`config.mk`:
```
export PLATFORM = sky130hd
export DESIGN_NAME = lcfg_queue
export DESIGN_NICKNAME = d
export VERILOG_FILES = /design/src/design/lcfg_pkg.sv /design/src/design/lcfg_queue.sv
export SDC_FILE = /design/constraint.sdc
export NUM_CORES = 1
export LEC_CHECK = 0
export BUFFER_PORTS_ARGS = -buffer_cell sky130_fd_sc_hd__buf_2
export CORE_MARGIN = 4
export CORE_UTILIZATION = 28
export DETAILED_ROUTE_END_ITERATION = 12
export PLACE_DENSITY_LB_ADDON = 0.3
export SYNTH_ARGS = -nofsm -noshare
export SYNTH_HDL_FRONTEND = slang
export SYNTH_SLANG_ARGS = --single-unit
export TNS_END_PERCENT = 100
```
`constraint.sdc`:
```
create_clock -name i_clk -period 2.7 [get_ports i_clk]
set_input_delay 0.135 -clock i_clk [delete_from_list [all_inputs] [get_ports i_clk]]
set_output_delay 0.135 -clock i_clk [all_outputs]
set_load 0.02 [all_outputs]
```
`src/design/lcfg_pkg.sv`:
```
package lcfg_pkg;

    // Default graph capacity.
    localparam int DEFAULT_MAX_CELLS = 1024;

    // Field widths fixed by the item formats.
    localparam int SUCC_W      = 10;
    localparam int LEN_W       = 11;
    localparam int ENTRY_W     = SUCC_W + 1;
    localparam int S_TDATA_W   = 16;
    localparam int M_TDATA_W   = 16;

    // Saturation limit of the reported cycle length.
    localparam logic [LEN_W-1:0] LEN_MAX = '1;

    // Depth of the command queue between front and back.
    localparam int QUEUE_DEPTH = 4;

    // Bit positions inside a queue word; the cell count sits on top.
    localparam int Q_EXIT_BIT  = 0;
    localparam int Q_SUCC_LSB  = 1;
    localparam int Q_LAST_BIT  = Q_SUCC_LSB + SUCC_W;
    localparam int Q_STORE_BIT = Q_LAST_BIT + 1;
    localparam int Q_COUNT_LSB = Q_STORE_BIT + 1;

endpackage

```
`src/design/lcfg_queue.sv`:
```
module lcfg_queue #(
    parameter int W     = 8,
    parameter int DEPTH = lcfg_pkg::QUEUE_DEPTH,
    localparam int PW   = $clog2(DEPTH),
    localparam int FW   = $clog2(DEPTH + 1)
) (
    input  logic         i_clk,
    input  logic         i_rst_n,
    input  logic         i_push,
    input  logic [W-1:0] i_word,
    output logic         o_ready,
    output logic         o_valid,
    output logic [W-1:0] o_word,
    input  logic         i_pop
);

    localparam logic [FW-1:0] Full    = FW'(DEPTH);
    localparam logic [PW-1:0] LastPtr = PW'(DEPTH - 1);

    logic [W-1:0]  r_slot [DEPTH];
    logic [PW-1:0] r_wr_ptr;
    logic [PW-1:0] r_rd_ptr;
    logic [FW-1:0] r_fill;
    logic          do_push;
    logic          do_pop;

    assign o_ready = (r_fill != Full);
    assign o_valid = (r_fill != '0);
    assign o_word  = r_slot[r_rd_ptr];
    assign do_push = i_push && o_ready;
    assign do_pop  = i_pop && o_valid;

    always_ff @(posedge i_clk) begin
        if (do_push) begin
            r_slot[r_wr_ptr] <= i_word;
        end
    end

    always_ff @(posedge i_clk) begin
        if (!i_rst_n) begin
            r_wr_ptr <= '0;
            r_rd_ptr <= '0;
            r_fill   <= '0;
        end else begin
            if (do_push) begin
                r_wr_ptr <= (r_wr_ptr == LastPtr) ? '0 : r_wr_ptr + 1'b1;
            end
            if (do_pop) begin
                r_rd_ptr <= (r_rd_ptr == LastPtr) ? '0 : r_rd_ptr + 1'b1;
            end
            case ({do_push, do_pop})
                2'b10:   r_fill <= r_fill + 1'b1;
                2'b01:   r_fill <= r_fill - 1'b1;
                default: r_fill <= r_fill;
            endcase
        end
    end

endmodule

```
==> results.cfg <==
[run_status]
run_status = complete, no violations

[power_and_ir_drop]
net_switching_power_figure_uw = 526
total_leakage_power_uw = 0.000697
p_int_uw = 1260
worst_ir_drop_vdd_uv = 393
power_switching_share_pct = 29.5
clock_power_share_pct = 25.4
p_total_uw = 1790
power.combinational.fraction_pct = 26.8
power.density_nw_per_um2 = 925
share_seq_of_total_power_pct = 47.8

[route]
post-route-drc-count = 0
initialDrtViolationCount = 46
drtAntennaViolNets = 0
avgRoutedWirePerCell_um = 14.8
vias = 866
drt-total-wl_um = 2860
number_of_iterations_in_the_first_detailed_routing_pass = 4
route.detailed.vias_per_inst = 4.46

[clock_tree]
ctsRootBufferMaster = sky130_fd_sc_hd__clkbuf_8
post_cts_buffers = 0
insertion_delay_ns = 0.28
cts_num_sinks = 41
clock_tree.buffer_depth = 2
h-tree-depth = 2
holdBufCountCts = 0
clock_transition_at_path_regs_ns = 0.07
cts.repair.resized = 0
num_cts_buffers = 5
cts_tree = built

[finish]
drive_above_1_share_pct = 34.4
multiInputGateArea_sq_um = 463
leading_cell_types_in_the_layout_fill_and_taps_excluded = 32 x sky130_fd_sc_hd__edfxtp_1, 21 x sky130_fd_sc_hd__buf_2, 9 x sky130_fd_sc_hd__dfxtp_1
layout.cells.most_common = sky130_fd_sc_hd__edfxtp_1
fill_cells = 555
regArea_sq_um = 1140
area_growth_pct = 16.6
insertedDiodeCount = 0
finish.net_count = 141

[critical_path]
worst_ep_required_time_ns = 2.91
setup.worst_path.end_class = flop
start_kind = flop
reg2reg_from = r_fill[2]
critPathMaxFanout = 7
reg2reg_setup_slack_ns = 0.21
cp.arrival_ns = 2.70
worstRegToRegCells = 9
crit_type = flop to flop
timing.rr.end = r_fill[2]

[hold_path]
min_path_cells = 1
sink_of_the_worst_hold_path = r_slot[0][3]
hp-class = input pin to flop
timing.hold.worst.start = i_word[3]

[synthesis]
synth_seq_cells = 41
netlist.top_cell.by_area = sky130_fd_sc_hd__edfxtp_1
synth_top_cell_area_share_pct = 58.1
synth.area.top_cells = sky130_fd_sc_hd__edfxtp_1 58%, sky130_fd_sc_hd__dfxtp_1 11%, sky130_fd_sc_hd__mux4_2 11%
synth_seq_area_share_pct = 69.0
synth_nets = 117
synth_area_sq_um = 1650
synthCells = 98
post_synth.cell_area_avg_sq_um = 16.9
synth_cell_types = 27
yosys_warnings = 0

[place]
place.gp.congestion = 0.683
detailedPlace.worstSlack_ns = 0.229
detailedPlacementHpwl_um = 2070
place.port_buffers = 21

[sta]
whs_ns = 0.0669
final-hold-violation-count = 0
layout_setup_ws_ns = 0.211
total_negative_slack_for_setup_checks_ns = 0
fmax_mhz = 402
worst_pin_slew_ns = 0.708
timing.slew.headroom_pct = 52.4
rsz_0062_raised_after_global_routing = no
final_setup_violation_count = 0
finalCriticalPeriod_ns = 2.49
finalClockSkew_ns = 0.00698
finalMaxSlewViolations = 0
final_critical_path_share_of_the_clock_period_pct = 92.2

[global_route]
number_of_global_route_vias_before_repair = 1005
grt_max_degree = 13
grt_first_pass_wirelength_um = 4870
gr-total-overflow = 0
grt_antenna_before_repair = 0
grt_util_all_layers_pct = 9.02

[die]
design.die.area_sq_um = 7200
die_width_um = 84.9
floorplan.initialDensity_pct = 29.5
std_cell_rows = 27
placeableCoreArea_sq_um = 5610
dieHeight_um = 84.9
io-pin-count = 22

[run]
maxCapViolCount = 0
-- cell type report --
class                      count  share of cell area, %
clock buffer                   5                   3.57
clock inverter                 2                   1.82
inverter                       7                   1.36
multi-input combinational     46                   24.0
sequential                    41                   59.1
tap                           72                   4.67
timing repair buffer          21                   5.45
-- flip-flops by register name (all words and copies together), names as in the netlist, named ones only --
signal / count
r_wr_ptr: 2
r_fill: 3
r_rd_ptr: 2
r_slot: 32
-- logic make-up after synthesis --
| group | after synthesis | synth area share (%) |
|---|---|---|
| fa+ha+maj | 7 | 5.75 |
| simple gates | 21 | 7.26 |
| buf+inv | 11 | 3.03 |
| mux | 9 | 11.5 |
| compound gates | 7 | 2.42 |
| flops | 41 | 69.0 |
| xor+xnor | 2 | 1.06 |
-- power by group through the flow --
stage	Sequential, uW	Clock [uW]	Combinational (uW)
6_report	853	453	479
2_1_floorplan	816	0	393
3_3_place_gp	860	0	465
3_5_place_dp	871	0	482
5_1_grt	871	508	534
4_1_cts	858	465	488
-- worst max path at each step --
stage / start / end / slack, ns / depth (start not counted)
after CTS: r_fill[2] / r_fill[2] / 0.21 / 9
after detailed placement: r_fill[2] / r_fill[2] / 0.23 / 9
after floorplan: r_fill[2] / r_fill[2] / 0.34 / 10
after global placement: r_fill[2] / r_fill[2] / 0.34 / 9
after global routing: r_fill[2] / r_fill[2] / 0.08 / 9
final: r_fill[2] / r_fill[2] / 0.21 / 9
-- metrics by stage --
stage / utilization [%] / cells / instance area [sq um]
floorplan: - / 98 / 1650
detailed placement: 32.6 / 187 / 1830
global route: 34.4 / 194 / 1930
CTS: 34.4 / 194 / 1930
global placement: 32.6 / 187 / 1830
finish: 34.4 / 194 / 1930
-- worst max-delay path, cell delays in order (launching register included) --
cell,delay (ns)
sky130_fd_sc_hd__dfxtp_1,0.38
sky130_fd_sc_hd__or3b_1,0.45
sky130_fd_sc_hd__and2_4,0.21
sky130_fd_sc_hd__inv_1,0.06
sky130_fd_sc_hd__ha_1,0.18
sky130_fd_sc_hd__inv_1,0.06
sky130_fd_sc_hd__fa_1,0.37
sky130_fd_sc_hd__xor2_1,0.16
sky130_fd_sc_hd__or3_2,0.41
sky130_fd_sc_hd__a21boi_1,0.15
-- layer usage --
layer | wire, um | global-route usage [%] | up-vias | part of all wire [%]
met1 | 1200 | 10.4 | 427 | 42
met4 | 14 | 2.16 | 0 | 0.49
met3 | 203 | 3.79 | 2 | 7.1
li1 | - | - | 410 | -
met5 | 0 | 0 | - | 0
met2 | 1450 | 15.6 | 27 | 50
-- cells in the mapped netlist --
cell                       number
sky130_fd_sc_hd__and2_4         1
sky130_fd_sc_hd__and3_1         1
sky130_fd_sc_hd__nor2_1         2
sky130_fd_sc_hd__fa_1           1
sky130_fd_sc_hd__xor2_1         1
sky130_fd_sc_hd__mux2i_1        1
sky130_fd_sc_hd__and3_2         3
sky130_fd_sc_hd__a21boi_1       1
sky130_fd_sc_hd__or3b_1         1
sky130_fd_sc_hd__buf_1          1
sky130_fd_sc_hd__o21ai_0        4
sky130_fd_sc_hd__nand2_1        6
sky130_fd_sc_hd__o21ai_1        1
sky130_fd_sc_hd__o31ai_1        1
sky130_fd_sc_hd__or3_2          2
sky130_fd_sc_hd__nand3_1        2
sky130_fd_sc_hd__clkbuf_1       1
sky130_fd_sc_hd__inv_1          7
sky130_fd_sc_hd__and2_1         2
sky130_fd_sc_hd__dfxtp_1        9
sky130_fd_sc_hd__xnor2_1        1
sky130_fd_sc_hd__buf_2          1
sky130_fd_sc_hd__edfxtp_1      32
sky130_fd_sc_hd__ha_1           6
sky130_fd_sc_hd__nand4_1        1
sky130_fd_sc_hd__buf_6          1
sky130_fd_sc_hd__mux4_2         8
(Power assumes the default switching activity.)
