[config.mk]
export PLATFORM = sky130hd
export DESIGN_NAME = lcfg_front
export DESIGN_NICKNAME = d
export VERILOG_FILES = /design/src/design/lcfg_pkg.sv /design/src/design/lcfg_front.sv
export SDC_FILE = /design/constraint.sdc
export NUM_CORES = 1
export LEC_CHECK = 0
export BUFFER_PORTS_ARGS = -buffer_cell sky130_fd_sc_hd__buf_2
export CAP_MARGIN = 30
export CORE_MARGIN = 3
export CORE_UTILIZATION = 41
export CTS_CLUSTER_DIAMETER = 40
export DETAILED_ROUTE_END_ITERATION = 16
export GPL_ROUTABILITY_DRIVEN = 0
export PLACE_DENSITY = 0.8
export SYNTH_ARGS = -nofsm -noshare
export SYNTH_HDL_FRONTEND = slang
export SYNTH_SLANG_ARGS = --single-unit
[constraint.sdc]
create_clock -name i_clk -period 1.65 [get_ports i_clk]
set_input_delay 0.33 -clock i_clk [delete_from_list [all_inputs] [get_ports i_clk]]
set_output_delay 0.33 -clock i_clk [all_outputs]
set_load 0.03 [all_outputs]
[src/design/lcfg_pkg.sv]
package lcfg_pkg;

    // Default graph capacity.
    localparam int DEFAULT_MAX_CELLS = 1024;

    // Field widths fixed by the item formats.
    localparam int SUCC_W      = 10;
    localparam int LEN_W       = 11;
    localparam int ENTRY_W     = SUCC_W + 1;
    localparam int S_TDATA_W   = 16;
    localparam int M_TDATA_W   = 16;

    // Saturation limit of the reported cycle length.
    localparam logic [LEN_W-1:0] LEN_MAX = '1;

    // Depth of the command queue between front and back.
    localparam int QUEUE_DEPTH = 4;

    // Bit positions inside a queue word; the cell count sits on top.
    localparam int Q_EXIT_BIT  = 0;
    localparam int Q_SUCC_LSB  = 1;
    localparam int Q_LAST_BIT  = Q_SUCC_LSB + SUCC_W;
    localparam int Q_STORE_BIT = Q_LAST_BIT + 1;
    localparam int Q_COUNT_LSB = Q_STORE_BIT + 1;

endpackage

[src/design/lcfg_front.sv]
module lcfg_front #(
    parameter int MAX_CELLS = lcfg_pkg::DEFAULT_MAX_CELLS,
    localparam int CW = $clog2(MAX_CELLS),
    localparam int QW = lcfg_pkg::Q_COUNT_LSB + CW + 1
) (
    input  logic                        i_clk,
    input  logic                        i_rst_n,
    input  logic                        i_valid,
    output logic                        o_ready,
    input  logic [lcfg_pkg::SUCC_W-1:0] i_successor,
    input  logic                        i_has_exit,
    input  logic                        i_last,
    output logic                        o_push,
    output logic [QW-1:0]               o_word,
    input  logic                        i_queue_ready
);

    localparam logic [CW:0] MaxCount = (CW+1)'(MAX_CELLS);

    logic [CW:0] r_count;
    logic [CW:0] n_count;
    logic [CW:0] count_after;
    logic        store;

    assign o_ready     = i_queue_ready;
    assign o_push      = i_valid && i_queue_ready;
    // Cells past the capacity are dropped; the count stays at capacity.
    assign store       = (r_count != MaxCount);
    assign count_after = store ? r_count + 1'b1 : r_count;

    always_comb begin
        o_word = '0;
        o_word[lcfg_pkg::Q_EXIT_BIT] = i_has_exit;
        o_word[lcfg_pkg::Q_SUCC_LSB +: lcfg_pkg::SUCC_W] = i_successor;
        o_word[lcfg_pkg::Q_LAST_BIT] = i_last;
        o_word[lcfg_pkg::Q_STORE_BIT] = store;
        o_word[lcfg_pkg::Q_COUNT_LSB +: CW+1] = count_after;
    end

    always_comb begin
        n_count = r_count;
        if (o_push) begin
            n_count = i_last ? '0 : count_after;
        end
    end

    always_ff @(posedge i_clk) begin
        if (!i_rst_n) begin
            r_count <= '0;
        end else begin
            r_count <= n_count;
        end
    end

endmodule

==> flow_metrics.tcl, run 1 <==
set metrics [dict create \
    synth_ff_type "dfxtp_1" \
    tightest_slew_ns 0.331 \
    vias_per_cell 5.66 \
    crit_slowest_cell "dfxtp_2" \
    pin_count 42 \
    status "complete, but fails checks" \
    slowest_delay_ns 0.36 \
    cts-buffers-inserted 3 \
    ir_drop_uv 278 \
    dp_slack_ns -0.0856 \
    grt_setup_unrepaired "true" \
    clock_latency_ns 0.29 \
    syn-cell-area_um2 907 \
    worst_ep_required_time_ns 1.32 \
    clk_pin_slew_worst_paths_ns 0.08 \
    synth_top_area_share_pct 24.3 \
    grt_pass1_vias 942 \
    slew_viol_final 0 \
    arrival_ns 1.60 \
    async_reset_ff_share_pct 0 \
    end_kind "primary output" \
    antenna_cells 0 \
    relSlewSlack_pct 77.8 \
    top_register "r_count" \
    drc 0 \
    cts_root_buffer "clkbuf_4" \
    die_y_um 53.0 \
    dp_hpwl_um 1930 \
    violations "negative setup slack" \
    seq_area_frac_synth_pct 24.3 \
    yosysTopAreaCell "dfxtp_1" \
    stdcell_count 176 \
    drt_iter0_drc 41 \
    synth_common_cells "14 x buf_4, 13 x nand2_1, 11 x dfxtp_1" \
    n_fill_cell 132 \
    setup_viol 17 \
    yosysWarnings 0 \
    hold_viol_final 0 \
    grt_max_degree 15 \
    p_leak_uw 0.000591 \
    totalWireLength_um 2940 \
    synth_most_common_cell "buf_4" \
    met1_usage_pct 23.8 \
    setup_slack_ns -0.284 \
    antenna_left 0 \
    clock_path_buffers 2 \
    clock-sinks 11 \
    max_freq_ghz 0.517 \
    top_regs "r_count (11)" \
    synth_cell_types 33 \
    min_period_ns 1.93 \
    grt_pass1_wl_um 4230 \
    globalRoute.busiestLayer "met2" \
    drtPass1Iterations 7 \
    p_per_area_nw_per_um2 387 \
    maxCapViolCount 0 \
    cts_htree_levels 1 \
    fp-row-count 16 \
    coreArea_um2 2020 \
    track_usage_pct 20.6 \
    cts_tree "done" \
    port_buffers 19 \
    crit_path_start_kind "flip-flop" \
    grt_antenna_before_repair 0 \
    syn_inst 117 \
    clock-skew-final_ns 0.00528 \
    largest_register_ffs 11 \
    grt_overflow 0 \
    fp.dieArea_um2 2810 \
    vias 997 \
    nNetsFinal 168 \
    grtUsageMet3_pct 2.54 \
    met2_usage_pct 36.2 \
    wire_per_inst_um 16.7 \
    worstSetupPathType "flip-flop to primary output" \
    dieWidth_um 53.0 \
    dp_cells 163 \
    layout-drive-gt1-share_pct 61.7 \
    critPathMaxFanout 5 \
    hold_buffers 0 \
    syn_area_per_cell_um2 7.75 \
    path_cells "nor4b_4, nand4_4, xnor2_4, buf_6" \
    tns_ns -3.36 \
    min_path_type "input pin to flip-flop" \
    area_growth_pct 60.0 \
    synthTopCellsByArea "dfxtp_1 24%, buf_4 12%, nand2_1 5.4%" \
    ys_ff_latch 11 \
    floorplan.initialDensity_pct 44.9 \
    synth-edff-count 0 \
    timing.final.crit_share_pct 117 \
    synth_nets 135 \
]
[placed cells by master, fill, tap and decap left out, types with 2 or more instances in the layout]
cell type	Yosys	routed
a21oi_1	5	5
a31oi_1	3	2
a32o_1	2	2
and3_2	2	2
buf_2	2	7
buf_4	14	27
buf_6	1	13
clkbuf_4	0	3
dfxtp_1	11	2
dfxtp_2	0	5
dfxtp_4	0	4
ha_4	0	2
inv_1	5	3
inv_4	0	2
nand2_1	13	9
nand2_2	0	3
nand3_2	0	2
nand4_1	2	2
nand4b_1	3	3
nor2_1	9	8
nor3_1	8	4
nor3_2	0	3
o21a_1	2	2
o21ai_0	7	5
xnor2_1	5	2
xnor2_2	0	2
xor2_2	0	3
[repair_timing]
action | in CTS | in global routing
pin swaps | 11 | 6
gates cloned | 0 | 0
buffers inserted | 5 | 5
endpoints found under the hold margin | 0 | 0
setup endpoints to repair | 14 | 17
gates resized for setup | 45 | 13
[through the flow]
stage | util (%) | hold WS (ns) | cell area [um2] | power (uW)
2_1_floorplan | - | 0.477 | 1020 | 376
3_3_place_gp | 57.2 | 0.516 | 1160 | 350
3_5_place_dp | 57.2 | 0.568 | 1160 | 351
4_1_cts | 66.8 | 0.386 | 1350 | 548
5_1_grt | 71.8 | 0.401 | 1450 | 582
6_report | 71.8 | 0.397 | 1450 | 562
[routing by layer]
metal	wire, um	part of all wire [%]	vias to the layer above
met4	97	3.3	0
met2	1530	52	58
met3	184	6.3	17
met5	0	0	-
met1	1140	39	466
li1	-	-	456
[power by group]
group / switching (uW) / internal, uW
registers: 2.38 / 261
clock network: 107 / 94.1
logic: 58.0 / 39.3
[layout make-up]
cell class	count	area [um2]	share of cell area [%]
Clock buffer	4	26.3	1.81
Timing Repair Buffer	47	384	26.5
Tap cell	27	33.8	2.33
Inverter	6	27.5	1.90
Sequential cell	11	241	16.6
Multi-Input combinational cell	81	738	50.9
[worst max-delay path, delay by kind of cell (launching register included)]
family / cells / cell delay, ns
flops: 1 / 0.36
buf+inv: 1 / 0.15
xor+xnor: 1 / 0.22
simple gates: 2 / 0.60
[final timing paths]
kind | start | end | slack (ns) | depth (start not counted)
min | i_rst_n | r_count[0]$_SDFFE_PN0P_ | 0.40 | 3
max reg2reg | r_count[9]$_SDFFE_PN0P_ | r_count[1]$_SDFFE_PN0P_ | -0.24 | 7
min reg2reg | r_count[9]$_SDFFE_PN0P_ | r_count[9]$_SDFFE_PN0P_ | 0.54 | 2
max | r_count[9]$_SDFFE_PN0P_ | o_word[13] | -0.28 | 4
[cells by family (layout without fill, tap and decap cells)]
kind of cell               after synthesis  count (layout)  share of synthesized area (%)
muxes                                    1               1                           1.10
buffers and inverters                   25              57                           17.2
and+or+nand+nor                         49              49                           31.9
AOI/OAI and AO/OA                       21              21                           15.0
adders and majority gates                2               2                           2.76
xor gates and xnor gates                 8               8                           7.72
DFF                                     11              11                           24.3
Note: power is estimated with default switching activity, not from simulation.
==> run 2, diff against run 1 <==
- CORE_UTILIZATION: 41 -> 43
- CTS_BUF_LIST: not set -> sky130_fd_sc_hd__clkbuf_8
- PLACE_DENSITY: 0.8 -> 0.83
==> flow_metrics.tcl, run 2 (same netlist as run 1, synthesis figures left out) <==
set metrics [dict create \
    n_fill_cell 104 \
    max_freq_ghz 0.530 \
    drtPass1Iterations 4 \
    stdcell_count 174 \
    floorplan.initialDensity_pct 48.8 \
    cts_htree_levels 1 \
    port_buffers 19 \
    clock_path_buffers 2 \
    grt_pass1_wl_um 4780 \
    largest_register_ffs 11 \
    p_leak_uw 0.000614 \
    layout_common_cells "21 x buf_4, 19 x buf_6, 9 x nand2_1, 8 x nor2_1, 7 x buf_2" \
    swShare_pct 25.9 \
    fp-row-count 15 \
    rr_startpoint "r_count[2]$_SDFFE_PN0P_" \
    grt_pass1_vias 1014 \
    layout-drive-gt1-share_pct 59.7 \
    violations "negative setup slack" \
    p_seq_share_pct 42.4 \
    wire_per_inst_um 18.1 \
    p_switching_uw 161 \
    grt_antenna_before_repair 0 \
    setup_viol 14 \
    top_regs "r_count (11)" \
    comb_power_share_pct 15.3 \
    track_usage_pct 24.6 \
    min_period_ns 1.89 \
    die_y_um 51.9 \
    drc 0 \
    hold_start "i_rst_n" \
    coreArea_um2 1860 \
    post-route-cell-area_um2 1500 \
    clockPowerShare_pct 42.3 \
    grt_overflow 0 \
    setup_slack_ns -0.237 \
    arrival_ns 1.56 \
    p_per_area_nw_per_um2 415 \
    clock-sinks 11 \
    layout_commonest_cell "buf_4" \
    clock-skew-final_ns 0.00107 \
    dieWidth_um 51.9 \
    vias 1037 \
    dp_cells 164 \
    worstSetupPathType "flip-flop to primary output" \
    hold_buffers 0 \
    clock_latency_ns 0.23 \
    hold_viol_final 0 \
    relSlewSlack_pct 77.2 \
    end_kind "primary output" \
    crit_path_start_kind "flip-flop" \
    timing.final.crit_share_pct 114 \
    ir_drop_uv 398 \
    critPathMaxFanout 5 \
    hold_ws_ns 0.430 \
    clk_pin_slew_worst_paths_ns 0.05 \
    grt_max_degree 15 \
    dpl-instance-area_um2 1180 \
    cts-buffers-inserted 3 \
    top_register "r_count" \
    cts_root_buffer "clkbuf_8" \
    grt_setup_unrepaired "true" \
    totalWireLength_um 3150 \
    tightest_slew_ns 0.340 \
    antenna_left 0 \
    dp_hpwl_um 1930 \
    intPower_uw 461 \
    fin_util_pct 80.6 \
    cts_tree "done" \
    status "complete, but fails checks" \
    nNetsFinal 168 \
    p_total_uw 622 \
    antenna_cells 0 \
    slew_viol_final 0 \
    worst_ep_required_time_ns 1.32 \
    maxCapViolCount 0 \
    pin_count 42 \
    area_growth_pct 65.1 \
    min_path_type "input pin to flip-flop" \
    critical_path.startpoint "r_count[2]$_SDFFE_PN0P_" \
    vias_per_cell 5.96 \
    drt_iter0_drc 30 \
    fp.dieArea_um2 2700 \
]
[run 2: cell types whose count changed in the layout (fill, tap and decap cells not counted), moves of 3 or more]
| cell | previous run | this run |
|---|---|---|
| buf_6 | 13 | 19 |
| dfxtp_1 | 2 | 6 |
| buf_4 | 27 | 21 |
| dfxtp_2 | 5 | 0 |
| clkbuf_4 | 3 | 0 |
| clkbuf_8 | 0 | 3 |
[run 2: cell type report]
class / instances / area (um2) / share of cell area [%]
multi-input cells: 81 / 748 / 50.0
flip-flops and latches: 11 / 239 / 16.0
clock buffers: 3 / 41.3 / 2.76
well taps: 25 / 31.3 / 2.09
repair buffers: 47 / 407 / 27.2
inverters: 6 / 27.5 / 1.84
clock inverters: 1 / 3.75 / 0.251
[run 2: power groups by stage]
stage | sequential (uW) | clock, uW | combinational [uW]
after CTS | 265 | 274 | 88.6
after detailed placement | 275 | 0 | 80.6
after global routing | 264 | 294 | 102
after floorplan | 275 | 0 | 101
final | 264 | 263 | 95.1
after global placement | 275 | 0 | 77.3
[run 2: timing repair]
action	CTS	global route
setup buffers	4	4
resized for setup	42	23
endpoints found under the setup margin	14	14
hold endpoints to repair	0	0
pin swaps	13	12
[run 2: metal layers]
layer / GRT usage (%) / vias to the layer above / part of all wire [%]
met1: 25.3 / 502 / 35
met4: 18.3 / 0 / 6.0
li1: - / 464 / -
met3: 4.87 / 24 / 6.8
met5: 0 / - / 0
met2: 43.5 / 47 / 52
[run 2: metrics by stage]
step / setup TNS [ns] / setup slack [ns]
after floorplan: -0.0186 / -0.00987
after global placement: -0.146 / -0.0352
after detailed placement: -0.629 / -0.0978
after CTS: -1.97 / -0.258
after global routing: -2.92 / -0.303
final: -2.04 / -0.237
[run 2: critical path, stage by stage (launching register included)]
cell and delay [ns]:
dfxtp_4 0.36, nor4b_4 0.36, nand4_4 0.23, o21ai_4 0.21, buf_6 0.16
[run 2: path summary, 6_finish.rpt]
path | to | slack [ns] | cells after the start
min | r_count[0]$_SDFFE_PN0P_ | 0.43 | 3
min reg2reg | r_count[0]$_SDFFE_PN0P_ | 0.53 | 2
max | o_word[14] | -0.24 | 4
max reg2reg | r_count[1]$_SDFFE_PN0P_ | -0.13 | 6
